### src/design/wtq_pkg.sv
// ---------------------------------------------------------------------------
// Wavelet tree query engine package
// Sizes, operation codes, status codes and the word types of the engine.
// ---------------------------------------------------------------------------
package wtq_pkg;

  localparam int CAPACITY    = 4096;
  localparam int SYMBOL_BITS = 8;
  localparam int ALPHA_SIZE  = 1 << SYMBOL_BITS;
  localparam int ADDR_W      = $clog2(CAPACITY);
  localparam int LEN_W       = 13;
  localparam int SYM_W       = 9;

  typedef enum logic [2:0] {
    OP_CLEAR       = 3'd0,
    OP_APPEND      = 3'd1,
    OP_ACCESS      = 3'd2,
    OP_RANK        = 3'd3,
    OP_RANK_BELOW  = 3'd4,
    OP_SELECT      = 3'd5,
    OP_FREQ        = 3'd6,
    OP_RANGE_COUNT = 3'd7
  } op_t;

  localparam logic [1:0] ST_OK        = 2'd0;
  localparam logic [1:0] ST_NOT_FOUND = 2'd1;
  localparam logic [1:0] ST_FULL      = 2'd2;

  typedef struct packed {
    logic [2:0]       operation;
    logic [SYM_W-1:0] symbol;
    logic [SYM_W-1:0] symbol_high;
    logic [LEN_W-1:0] position;
    logic [LEN_W-1:0] position_end;
    logic [LEN_W-1:0] occurrence;
  } in_word_t;

  typedef struct packed {
    logic [LEN_W-1:0] value;
    logic [1:0]       status;
  } out_word_t;

  // Classified command: the original operands plus the scan window.
  typedef struct packed {
    op_t              op;
    logic [SYM_W-1:0] sym;
    logic [SYM_W-1:0] shi;
    logic [LEN_W-1:0] pos;
    logic [LEN_W-1:0] pend;
    logic [LEN_W-1:0] occ;
    logic [LEN_W-1:0] from;
    logic [LEN_W-1:0] to;
    logic [SYM_W-1:0] lo;
    logic [SYM_W:0]   hi;
  } cmd_t;

  typedef enum logic [2:0] {
    S_IDLE,
    S_EXEC,
    S_ACC,
    S_SCAN,
    S_OUT
  } back_state_t;

endpackage

### src/design/wtq_cmd_fifo.sv
// ---------------------------------------------------------------------------
// Query engine command queue
// Two-entry queue that decouples the front end from the back end.
// ---------------------------------------------------------------------------
module wtq_cmd_fifo import wtq_pkg::*; (
  input  logic clk,
  input  logic rst,
  input  logic wr,
  input  cmd_t wr_data,
  output logic q_full,
  input  logic rd,
  output logic q_valid,
  output cmd_t rd_data
);

  cmd_t       entries [2];
  logic       wp;
  logic       rp;
  logic [1:0] fill;

  assign q_full  = fill == 2'd2;
  assign q_valid = fill != 2'd0;
  assign rd_data = entries[rp];

  // Pointers and fill level.
  always_ff @(posedge clk) begin
    if (rst) begin
      wp   <= 1'b0;
      rp   <= 1'b0;
      fill <= 2'd0;
    end else begin
      if (wr && !q_full) begin
        wp <= ~wp;
      end
      if (rd && q_valid) begin
        rp <= ~rp;
      end
      fill <= fill + 2'(wr && !q_full) - 2'(rd && q_valid);
    end
    if (wr && !q_full) begin
      entries[wp] <= wr_data;
    end
  end

endmodule

### config.mk
export PLATFORM = sky130hd
export DESIGN_NAME = wtq_cmd_fifo
export DESIGN_NICKNAME = d
export VERILOG_FILES = /design/src/design/wtq_pkg.sv /design/src/design/wtq_cmd_fifo.sv
export SDC_FILE = /design/constraint.sdc
export NUM_CORES = 1
export LEC_CHECK = 0
export BUFFER_PORTS_ARGS = -buffer_cell sky130_fd_sc_hd__buf_4
export CAP_MARGIN = 20
export CORE_MARGIN = 2
export CORE_UTILIZATION = 45
export DETAILED_ROUTE_END_ITERATION = 8
export PLACE_DENSITY = 0.75
export SLEW_MARGIN = 25
export SYNTH_ARGS = -nofsm -noshare
export SYNTH_HDL_FRONTEND = slang
export SYNTH_SLANG_ARGS = --single-unit
### constraint.sdc
create_clock -name clk -period 4.95 [get_ports clk]
set_input_delay 0 -clock clk [delete_from_list [all_inputs] [get_ports clk]]
set_output_delay 0 -clock clk [all_outputs]
set_load 0.03 [all_outputs]
==> impl_metrics.json <==
{
  "status": "finished clean",
  "setup.worst_path.start": "fill[0]",
  "clock-skew-final_ps": 10.4,
  "max-slew-margin-rel_pct": 37.0,
  "syn-cell-area_mm2": 0.00806,
  "cp_slowest_cell": "inv_6",
  "areaGrowthSynthToFinish_pct": 43.8,
  "ys_seq_elements": 215,
  "netlist_instances": 353,
  "m1WireLength_mm": 6.48,
  "highest_layer": "met4",
  "route.detailed.drc": 0,
  "r2r-start": "fill[0]",
  "nNetsFinal": 803,
  "powerDensity_mw_per_mm2": 489,
  "required_ps": 5100,
  "die_w_um": 138,
  "grt_pass1_wl_mm": 23.4,
  "dieArea_mm2": 0.0190,
  "globalRouteOverflowTotal": 0,
  "cp.arrival_ps": 2640,
  "finalMaxSlewViolations": 0,
  "cts_sinks": 215,
  "synth_top_area_cell": "edfxtp_1",
  "wl_met3_mm": 1.36,
  "setup_ws_ps": 2460,
  "antenna_found_initial": 0,
  "drtPass1Iterations": 4,
  "pre_cts_ws_ps": 2280,
  "synth_cell_types": 22,
  "htreeDepth": 1,
  "fin_crit_sh_pct": 50.3,
  "yosys.area.top_type_share_pct": 78.2,
  "finalSetupViolCount": 0,
  "cp.depth": 5,
  "rsz0062_at_grt": "no",
  "clock.fmax_mhz": 401,
  "final_common_cell": "buf_4",
  "drt_iter0_markers": 219,
  "routedWlPerCell_um": 17.5,
  "power_leakage_nw": 4.47,
  "min_path_type": "input port to flop",
  "path_delay_family": "buffers and inverters",
  "clk_latency_ps": 490,
  "routed_via_density": 4.74,
  "hold_start": "wr_data[20]",
  "synth_area_leaders": "edfxtp_1 (78%), mux2_4 (9.3%), mux2_2 (7.7%), buf_12 (1.2%), dfxtp_1 (1.2%)",
  "setup-tns-final_ps": 0,
  "grt_start_max_net_pins": 81,
  "startpoint_type": "flop",
  "grt_use_total_pct": 16.2,
  "grt_pass1_vias": 4723,
  "tightestPinTransition_ps": 946,
  "cp_num_buf_inv": 3,
  "cap_violations": 0,
  "synth.net_count": 464,
  "crit_end": "entries[0][37]",
  "final_antenna_net_count": 0,
  "cts_setup_buffers": 0,
  "crit_path_max_fanout": 80,
  "core_area_mm2": 0.0174,
  "ff2ff_path_depth": 5,
  "timing.rr.end": "entries[0][37]",
  "top_level_ports": 216,
  "hold_violations": 0,
  "gp_congestion": 0.692,
  "worst_ir_drop_vdd_v": 0.000443,
  "cts-root-buf": "clkbuf_16",
  "worstSetupPathType": "flop to flop",
  "met2WireLength_mm": 8.10,
  "num_vias": 4427,
  "reg2reg_slack_ps": 2460,
  "mostFrequentLayoutCells": "buf_4 (219), edfxtp_1 (210), dlygate4sd3_1 (108), mux2_2 (55), mux2_4 (50)",
  "ys_seq_area_share_pct": 79.5,
  "portBuffers": 215,
  "start_util_pct": 46.3,
  "syn-mean-instance-area_um2": 22.8,
  "cts_tree": "yes",
  "num_rows": 48,
  "cts_made_buffers": 22,
  "fp.dieH_um": 138,
  "yosys_warnings": 0,
  "cp_cell_sequence": "nand2b_2, inv_1, or3_1, inv_6, buf_4",
  "drive_gt1_share_pct": 50.3,
  "hpwlAfterDp_mm": 9.76,
  "path_clk_slew_ps": 60,
  "period_needed_ps": 2490,
  "slowest_delay_ps": 590,
  "ctsLongestPathBuffers": 3,
  "antenna_cells": 0,
  "end_kind": "flop",
  "wl_mm": 16.3
}
-- synthesized netlist by cell type --
cell        n
a21oi_1     1
and3_1      1
buf_12      5
buf_2       5
buf_6       1
buf_8       1
dfxtp_1     5
edfxtp_1  210
ha_1        2
inv_1       4
mux2_2     55
mux2_4     50
nand2_1     1
nand2b_2    1
nor2_1      3
nor2b_1     1
o21a_1      1
o21ai_0     1
or2_2       1
or3_1       1
xnor2_1     2
xor2_1      1
-- through the flow --
step | util [%] | hold WS [ps] | power, mW | area, um2 | instances
floorplan | - | 69.1 | 3.61 | 8060 | 353
global placement | 56.5 | 186 | 4.10 | 9850 | 785
detailed placement | 56.5 | 188 | 4.13 | 9850 | 785
CTS | 66.5 | 213 | 5.71 | 11600 | 933
global route | 66.6 | 219 | 5.90 | 11600 | 933
finish | 66.6 | 232 | 5.67 | 11600 | 933
-- kinds of logic (layout without fill, tap and decap cells) --
logic type	after synthesis	in the layout	synth area share, %
AO/OA/AOI/OAI	3	3	0.217
adder cells (fa/ha/maj)	2	2	0.310
multiplexers	105	105	17.0
XOR/XNOR	3	3	0.326
buffers and inverters	16	371	2.06
flip-flops	215	215	79.5
AND/OR/NAND/NOR	9	9	0.606
-- layer usage --
layer	global-route usage [%]	vias to the layer above
met3	5.19	30
met2	28.8	175
met1	18.8	2155
met4	4.65	0
met5	0	-
li1	-	2067
-- area by class of cell --
type,instances,area [um2]
clock inverter,5,21.3
sequential,215,6410
fill,1139,5830
multi-input combinational,122,1490
clock buffer,35,641
inverter,4,20.0
tap,225,282
timing repair buffer,327,2730
-- worst register-to-register path, cell delays in order (launching register included) --
cell,delay [ps]
dfxtp_1,410
nand2b_2,190
inv_1,80
or3_1,410
inv_6,590
buf_4,470
-- state kept, by name, indices dropped and copies added, names as in the netlist, named ones only --
| register | flops |
|---|---|
| rp | 1 |
| entries | 210 |
| wp | 1 |
| fill | 2 |
-- repair_timing --
action / in CTS / in global routing
gates resized for setup: 0 / 0
endpoints found under the hold margin: 215 / 0
hold buffers: 108 / 0
-- power breakdown --
group          switching [mW]  leakage, nW  total, mW  internal [mW]
clock                   0.619        0.322       1.50          0.884
combinational            1.01         2.14       1.81          0.798
sequential             0.0914         2.00       2.35           2.26
-- worst min-delay path by stage --
| stage | endpoint | slack (ps) | cells past startpoint |
|---|---|---|---|
| after detailed placement | entries[0][31] | 190 | 1 |
| after global placement | entries[0][35] | 190 | 1 |
| after global routing | entries[1][36] | 220 | 2 |
| after floorplan | wp | 70 | 1 |
| final | entries[0][20] | 230 | 2 |
| after CTS | entries[1][34] | 210 | 2 |
(Power assumes the default switching activity.)
