--- config.mk ---
export PLATFORM = sky130hd
export DESIGN_NAME = wtq_front
export DESIGN_NICKNAME = d
export VERILOG_FILES = /design/src/design/wtq_pkg.sv /design/src/design/wtq_front.sv
export SDC_FILE = /design/constraint.sdc
export NUM_CORES = 1
export LEC_CHECK = 0
export ABC_AREA = 1
export BUFFER_PORTS_ARGS = -buffer_cell sky130_fd_sc_hd__buf_2
export CAP_MARGIN = 10
export CORE_ASPECT_RATIO = 0.9
export CORE_UTILIZATION = 47
export CTS_CLUSTER_SIZE = 8
export DETAILED_ROUTE_END_ITERATION = 6
export GPL_ROUTABILITY_DRIVEN = 1
export GPL_TIMING_DRIVEN = 1
export PLACE_DENSITY = 0.79
export SYNTH_ARGS = -nofsm -noshare
export SYNTH_HDL_FRONTEND = slang
export SYNTH_SLANG_ARGS = --single-unit
export TNS_END_PERCENT = 1
--- constraint.sdc ---
create_clock -name clk -period 6.7 [get_ports clk]
set_input_delay 0.67 -clock clk [delete_from_list [all_inputs] [get_ports clk]]
set_output_delay 0.67 -clock clk [all_outputs]
set_load 0.05 [all_outputs]
--- src/design/wtq_pkg.sv ---
// ---------------------------------------------------------------------------
// Wavelet tree query engine package
// Sizes, operation codes, status codes and the word types of the engine.
// ---------------------------------------------------------------------------
package wtq_pkg;

  localparam int CAPACITY    = 4096;
  localparam int SYMBOL_BITS = 8;
  localparam int ALPHA_SIZE  = 1 << SYMBOL_BITS;
  localparam int ADDR_W      = $clog2(CAPACITY);
  localparam int LEN_W       = 13;
  localparam int SYM_W       = 9;

  typedef enum logic [2:0] {
    OP_CLEAR       = 3'd0,
    OP_APPEND      = 3'd1,
    OP_ACCESS      = 3'd2,
    OP_RANK        = 3'd3,
    OP_RANK_BELOW  = 3'd4,
    OP_SELECT      = 3'd5,
    OP_FREQ        = 3'd6,
    OP_RANGE_COUNT = 3'd7
  } op_t;

  localparam logic [1:0] ST_OK        = 2'd0;
  localparam logic [1:0] ST_NOT_FOUND = 2'd1;
  localparam logic [1:0] ST_FULL      = 2'd2;

  typedef struct packed {
    logic [2:0]       operation;
    logic [SYM_W-1:0] symbol;
    logic [SYM_W-1:0] symbol_high;
    logic [LEN_W-1:0] position;
    logic [LEN_W-1:0] position_end;
    logic [LEN_W-1:0] occurrence;
  } in_word_t;

  typedef struct packed {
    logic [LEN_W-1:0] value;
    logic [1:0]       status;
  } out_word_t;

  // Classified command: the original operands plus the scan window.
  typedef struct packed {
    op_t              op;
    logic [SYM_W-1:0] sym;
    logic [SYM_W-1:0] shi;
    logic [LEN_W-1:0] pos;
    logic [LEN_W-1:0] pend;
    logic [LEN_W-1:0] occ;
    logic [LEN_W-1:0] from;
    logic [LEN_W-1:0] to;
    logic [SYM_W-1:0] lo;
    logic [SYM_W:0]   hi;
  } cmd_t;

  typedef enum logic [2:0] {
    S_IDLE,
    S_EXEC,
    S_ACC,
    S_SCAN,
    S_OUT
  } back_state_t;

endpackage

--- src/design/wtq_front.sv ---
// ---------------------------------------------------------------------------
// Query engine front end
// Accepts request words and turns them into commands with a scan window.
// ---------------------------------------------------------------------------
module wtq_front import wtq_pkg::*; (
  input  logic     clk,
  input  logic     rst,
  input  logic     push,
  output logic     full,
  input  in_word_t request,
  output logic     cmd_push,
  input  logic     cmd_full,
  output cmd_t     cmd_out
);

  logic stage_v;
  cmd_t stage;
  cmd_t cls;
  logic accept;

  // Classify the incoming word.
  always_comb begin
    cls       = '0;
    cls.op    = op_t'(request.operation);
    cls.sym   = request.symbol;
    cls.shi   = request.symbol_high;
    cls.pos   = request.position;
    cls.pend  = request.position_end;
    cls.occ   = request.occurrence;
    cls.from  = '0;
    cls.to    = request.position;
    cls.lo    = request.symbol;
    cls.hi    = {1'b0, request.symbol} + 10'd1;
    case (op_t'(request.operation))
      OP_RANK_BELOW: begin
        cls.lo = '0;
        cls.hi = {1'b0, request.symbol};
      end
      OP_SELECT: begin
        cls.to = LEN_W'(CAPACITY);
      end
      OP_RANGE_COUNT: begin
        cls.from = request.position;
        cls.to   = request.position_end;
        cls.hi   = {1'b0, request.symbol_high};
      end
      default: begin
      end
    endcase
  end

  assign full     = stage_v && cmd_full;
  assign accept   = push && !full;
  assign cmd_push = stage_v && !cmd_full;
  assign cmd_out  = stage;

  // One holding stage in front of the command queue.
  always_ff @(posedge clk) begin
    if (rst) begin
      stage_v <= 1'b0;
    end else if (accept) begin
      stage_v <= 1'b1;
    end else if (cmd_push) begin
      stage_v <= 1'b0;
    end
    if (accept) begin
      stage <= cls;
    end
  end

endmodule

==> results of run 1 <==
state kept, by name, summed over array words and instances (netlist names):
name     count
cmd_out    105
stage_v      1
synth_stat cells, drive strengths merged:
cell	instances	share of area
buf	4	0.0080
or2	1	0.0016
nor2	31	0.030
a21oi	2	0.0026
inv	36	0.035
ha	1	0.0032
clkbuf	1	0.00097
nand2	53	0.052
edfxtp	105	0.81
dfxtp	1	0.0052
nand3	16	0.022
o21ai	21	0.027
nor3	1	0.0013
routing by layer:
metal	routed length, microns	GRT usage	vias to the layer above
met5	0	0	-
met4	74	0.0579	0
met3	616	0.0608	7
met2	4190	0.334	115
met1	3280	0.227	1244
li1	-	-	1289
stage by stage:
step	hold slack (ns)	power (mW)
after floorplan	0.448	0.992
after global placement	0.458	1.06
after detailed placement	0.481	1.06
after CTS	0.450	1.41
after global routing	0.446	1.45
final	0.457	1.40
critical path, delay by kind of cell:
family                 cells  cell delay, ns
and+or+nand+nor            2            0.56
buffers and inverters      3            1.08
cell type report:
type	instances	area (sq um)	share of cell area
flip-flops and latches	106	3170	0.633
repair buffers	171	858	0.171
multi-input cells	126	549	0.110
inverters	36	135	0.0269
clock buffers	10	128	0.0254
well taps	99	124	0.0247
clock inverters	6	48.8	0.00973
cell families after synthesis:
| group | count (synthesis) | synth area share |
|---|---|---|
| buffers and inverters | 41 | 0.0438 |
| adder cells (fa/ha/maj) | 1 | 0.00322 |
| AO/OA/AOI/OAI | 23 | 0.0296 |
| AND/OR/NAND/NOR | 102 | 0.107 |
| flip-flops | 106 | 0.817 |
power groups by stage:
stage	combinational, mW	sequential, mW	clock [mW]
6_report	0.257	0.788	0.353
5_1_grt	0.270	0.792	0.384
4_1_cts	0.258	0.789	0.362
3_5_place_dp	0.258	0.804	0
3_3_place_gp	0.254	0.802	0
2_1_floorplan	0.0403	0.952	0
worst min-delay path by stage:
| stage | from | slack, ns | end | cells after the start |
|---|---|---|---|---|
| 2_1_floorplan | stage_v | 0.45 | stage_v | 2 |
| 3_3_place_gp | stage_v | 0.46 | stage_v | 2 |
| 3_5_place_dp | stage_v | 0.48 | stage_v | 2 |
| 4_1_cts | rst | 0.45 | stage_v | 2 |
| 5_1_grt | request[9] | 0.45 | cmd_out[54] | 1 |
| 6_report | rst | 0.46 | stage_v | 2 |
placed cells by master, fill, tap and decap left out, types with 3 or more instances in the layout:
| master | count |
|---|---|
| buf_2 | 170 |
| clkbuf_8 | 9 |
| edfxtp_1 | 105 |
| inv_1 | 33 |
| inv_2 | 3 |
| nand2_1 | 52 |
| nand3_1 | 15 |
| nor2_1 | 30 |
| o21ai_0 | 11 |
| o21ai_1 | 10 |
==> results.py, run 1 <==
metrics = {
    "synthesis": {
        "ys_warn_count": 0,
        "yosys.cell_types.count": 19,
        "synth_nets": 338,
        "ys_seq_area_frac": 0.817,
        "syn_area_sq_um": 3880,
        "synthCells": 273,
        "ys_ff_latch": 106,
        "avgSynthCellArea_sq_um": 14.2,
    },
    "setup_path": {
        "cp.required_ns": 6.68,
        "rr_worst_depth": 4,
        "critPathCapture": "cmd_out[9]",
        "cp-startpoint": "cmd_full",
        "crit_type": "in2reg",
        "end_kind": "flip-flop",
        "slowest_stage": "buf_4",
        "arrival_ns": 2.37,
        "rrSetupSlack_ns": 4.41,
        "max_stage_delay_ns": 0.89,
        "start_kind": "input pin",
        "reg2reg_to": "cmd_out[9]",
        "cp_max_fo": 83,
        "cp_cell_sequence": "buf_2, nand2_1, inv_1, nor2_4, buf_4",
        "rr_startpoint": "stage_v",
    },
    "power_and_ir_drop": {
        "seqPwrFrac": 0.564,
        "peakVddDrop_mv": 0.193,
        "power_leakage_nw": 2.21,
        "p_sw_frac": 0.307,
        "switching_power_mw": 0.430,
        "internal_power_mw": 0.968,
        "comb_power_share": 0.184,
        "clock_power_share": 0.253,
        "power.density_nw_per_um2": 279,
    },
    "global_routing": {
        "grt_pass1_vias": 2511,
        "grt_antenna_before_repair": 0,
        "grt_max_degree": 84,
        "overflow": 0,
        "grt_pass1_wl_mm": 12.2,
        "grt_usage": 0.190,
    },
    "sta": {
        "rsz0062_at_grt": "no",
        "fmax_ghz": 0.419,
        "tightest_slew_ns": 1.03,
        "skew_ns": 0.00536,
        "tns_ns": 0,
        "slew_headroom": 0.314,
        "setup_viol": 0,
        "slew_violations": 0,
        "finalCriticalPeriod_ns": 2.39,
        "finalHoldViolations": 0,
        "period_share": 0.356,
        "fin_ws_ns": 4.31,
    },
    "clocking": {
        "cts_hold_buf": 0,
        "post-cts-setup-buffers": 0,
        "htreeDepth": 3,
        "tritoncts": "yes",
        "numCtsBuffers": 9,
        "clockBufferDepth": 2,
        "clk_pin_slew_worst_paths_ns": 0.09,
        "clockRootBuffer": "clkbuf_8",
        "cts_resized": 0,
        "clk_latency_ns": 0.35,
        "cts.sinks": 106,
    },
    "route": {
        "ant_nets": 0,
        "first_pass_iters": 6,
        "dr_total_vias": 2655,
        "wl_per_cell_microns": 14.7,
        "drc": 25,
        "drtIter0Drc": 171,
        "vias_per_cell": 4.79,
        "route.final.wire_length_mm": 8.16,
    },
    "place": {
        "place_ws_ns": 3.94,
        "placed_cells": 538,
        "place_congestion": 0.796,
        "port_buffers": 170,
        "dp.final_hpwl_mm": 5.80,
        "placed_cell_area_sq_um": 4840,
    },
    "floorplan": {
        "coreArea_sq_um": 8030,
        "pin_count": 171,
        "row_count": 31,
        "die_w_microns": 97.8,
        "die_h_microns": 88.3,
        "dieArea_sq_um": 8630,
        "initial_core_util": 0.484,
    },
    "final_layout": {
        "diodes": 0,
        "final_layout_size_suffix_gt1_frac": 0.424,
        "fillers": 636,
        "instances_no_fill": 554,
        "fin_nets": 515,
        "final_util": 0.625,
        "final_area_sq_um": 5020,
        "area_growth_pct": 29.1,
    },
    "status": {
        "outcome": "finished with violations",
        "violations": "design-rule violations",
    },
    "run": {
        "cap_violations": 0,
    },
    "hold_path": {
        "hold_path.class": "in2reg",
    },
}
No activity file was read; power rests on OpenSTA's default activity.
==> run 2: changes to the inputs <==
--- a/config.mk
+++ b/config.mk
@@ -5,7 +5,7 @@
 export SDC_FILE = /design/constraint.sdc
 export NUM_CORES = 1
 export LEC_CHECK = 0
-export ABC_AREA = 1
+export ABC_AREA = 0
 export BUFFER_PORTS_ARGS = -buffer_cell sky130_fd_sc_hd__buf_2
 export CAP_MARGIN = 10
 export CORE_ASPECT_RATIO = 0.9
==> constraint.sdc (replaced) <==
create_clock -name clk -period 2.35 [get_ports clk]
set_input_delay 0.235 -clock clk [delete_from_list [all_inputs] [get_ports clk]]
set_output_delay 0.235 -clock clk [all_outputs]
set_load 0.05 [all_outputs]
==> results.py, run 2 <==
metrics = {
    "clocking": {
        "cts_hold_buf": 0,
        "cts_resized": 0,
        "tritoncts": "yes",
        "htreeDepth": 3,
        "numCtsBuffers": 9,
        "clockRootBuffer": "clkbuf_8",
        "clk_latency_ns": 0.36,
        "cts.sinks": 106,
        "clk_pin_slew_worst_paths_ns": 0.10,
        "clockBufferDepth": 2,
        "post-cts-setup-buffers": 0,
    },
    "power_and_ir_drop": {
        "comb_power_share": 0.187,
        "finalPower_mw": 4.06,
        "peakVddDrop_mv": 0.434,
        "power_leakage_nw": 2.14,
        "p_sw_frac": 0.313,
        "seqPwrFrac": 0.553,
        "internal_power_mw": 2.79,
        "switching_power_mw": 1.27,
        "clock_power_share": 0.260,
        "power.density_nw_per_um2": 793,
    },
    "synthesis": {
        "ys_ff_latch": 106,
        "avgSynthCellArea_sq_um": 16.5,
        "synth_top_cell_by_area": "edfxtp_1",
        "synthCells": 243,
        "yosys.cell_types.count": 42,
        "synth_most_common_cell": "edfxtp_1",
        "yosys.area.top_type_share": 0.786,
        "synthTopCellsByArea": "edfxtp_1 (79%), nand2_1 (3.1%), and2_1 (2.5%), nand3_1 (1.7%), buf_6 (1.1%)",
        "synth_nets": 308,
        "syn_area_sq_um": 4010,
        "ys_top_cells_by_count": "edfxtp_1 (105), nand2_1 (33), and2_1 (16)",
        "synth_edf_count": 105,
        "ys.flop_type": "edfxtp_1",
        "async_flop_share": 0,
        "ys_seq_area_frac": 0.791,
        "ys_warn_count": 0,
    },
    "global_routing": {
        "overflow": 0,
        "use_met3": 0.0511,
        "grtUsageMet1": 0.225,
        "grt_antenna_before_repair": 0,
        "grt_pass1_vias": 2456,
        "grt_pass1_wl_mm": 12.3,
        "grt-busiest-layer": "met2",
        "gr-usage-met2": 0.329,
        "grt_usage": 0.185,
        "grt_max_degree": 106,
    },
    "sta": {
        "finalCriticalPeriod_ns": 1.42,
        "tightest_slew_ns": 0.548,
        "slew_violations": 0,
        "fmax_ghz": 0.703,
        "skew_ns": 0.0121,
        "period_share": 0.606,
        "slew_headroom": 0.634,
        "fin_ws_ns": 0.927,
        "setup_viol": 0,
        "rsz0062_at_grt": "no",
        "finalHoldViolations": 0,
    },
    "route": {
        "route.final.wire_length_mm": 8.50,
        "dr_total_vias": 2607,
        "drtIter0Drc": 160,
        "wl_per_cell_microns": 16.4,
        "first_pass_iters": 4,
        "vias_per_cell": 5.03,
        "drc": 0,
        "ant_nets": 0,
    },
    "place": {
        "place_ws_ns": 0.690,
        "placed_cells": 502,
        "dp.final_hpwl_mm": 5.99,
        "port_buffers": 170,
        "place_congestion": 0.761,
    },
    "floorplan": {
        "row_count": 31,
        "pin_count": 171,
        "die_w_microns": 99.4,
        "initial_core_util": 0.493,
        "coreArea_sq_um": 8150,
        "die_h_microns": 89.7,
        "dieArea_sq_um": 8910,
    },
    "final_layout": {
        "instances_no_fill": 518,
        "area_growth_pct": 27.6,
        "largest_reg_flops": 105,
        "final_util": 0.629,
        "diodes": 0,
        "fin_nets": 479,
        "final_cell_mix": "buf_2 (170), edfxtp_1 (105), nand2_1 (33)",
        "final_layout_size_suffix_gt1_frac": 0.470,
        "final_common_cell": "buf_2",
    },
    "setup_path": {
        "crit_type": "reg2reg",
        "arrival_ns": 1.43,
        "start_kind": "flip-flop",
        "cp_max_fo": 105,
        "cp.required_ns": 2.36,
        "end_kind": "flip-flop",
    },
    "run": {
        "cap_violations": 0,
    },
    "hold_path": {
        "hold_path.class": "in2reg",
    },
    "status": {
        "outcome": "completed",
    },
}
-- run 2: kinds of logic (layout without fill, tap and decap cells) --
group	Yosys count	in the layout	share of synthesized area
compound gates	24	24	0.0455
xor+xnor	5	5	0.0128
fa+ha+maj	1	1	0.00312
buf+inv	13	189	0.0243
flops	106	106	0.791
simple gates	94	94	0.124
-- run 2: critical path, stage by stage, from the launching register on --
cell	delay [ns]
dfxtp_1	0.32
and2_4	0.15
nor2b_4	0.12
buf_12	0.42
-- run 2: routing by layer --
| metal | vias up | routed length [microns] |
|---|---|---|
| li1 | 1249 | - |
| met2 | 103 | 4530 |
| met3 | 6 | 547 |
| met1 | 1249 | 3350 |
| met4 | 0 | 76 |
| met5 | - | 0 |
-- run 2: final cells by class --
type / instances / area (sq um)
Fill cell: 649 / 3030
Multi-Input combinational cell: 124 / 753
Clock buffer: 9 / 124
Inverter: 1 / 3.75
Timing Repair Buffer: 172 / 878
Clock inverter: 7 / 63.8
Sequential cell: 106 / 3170
Tap cell: 99 / 124
-- run 2: power by group through the flow --
stage / Sequential, mW / Combinational [mW] / Clock (mW)
floorplan: 2.70 / 0.143 / 0
finish: 2.25 / 0.758 / 1.06
CTS: 2.25 / 0.762 / 1.09
detailed placement: 2.29 / 0.761 / 0
global placement: 2.29 / 0.751 / 0
global route: 2.26 / 0.797 / 1.16
-- run 2: worst paths after layout --
kind	startpoint	end	slack [ns]	cells after the start
setup / recovery	stage_v	cmd_out[46]	0.93	3
hold reg to reg	stage_v	stage_v	0.62	3
hold / removal	rst	stage_v	0.02	2
setup reg to reg	stage_v	cmd_out[46]	0.93	3
-- run 2: per-stage QoR --
step	area, sq um	hold slack, ns	setup TNS (ns)
floorplan	4020	0.307	-14.67
global placement	4930	0.394	0
detailed placement	4930	0.399	0
CTS	5120	0.00624	0
global route	5120	0.0121	0
finish	5120	0.0230	0
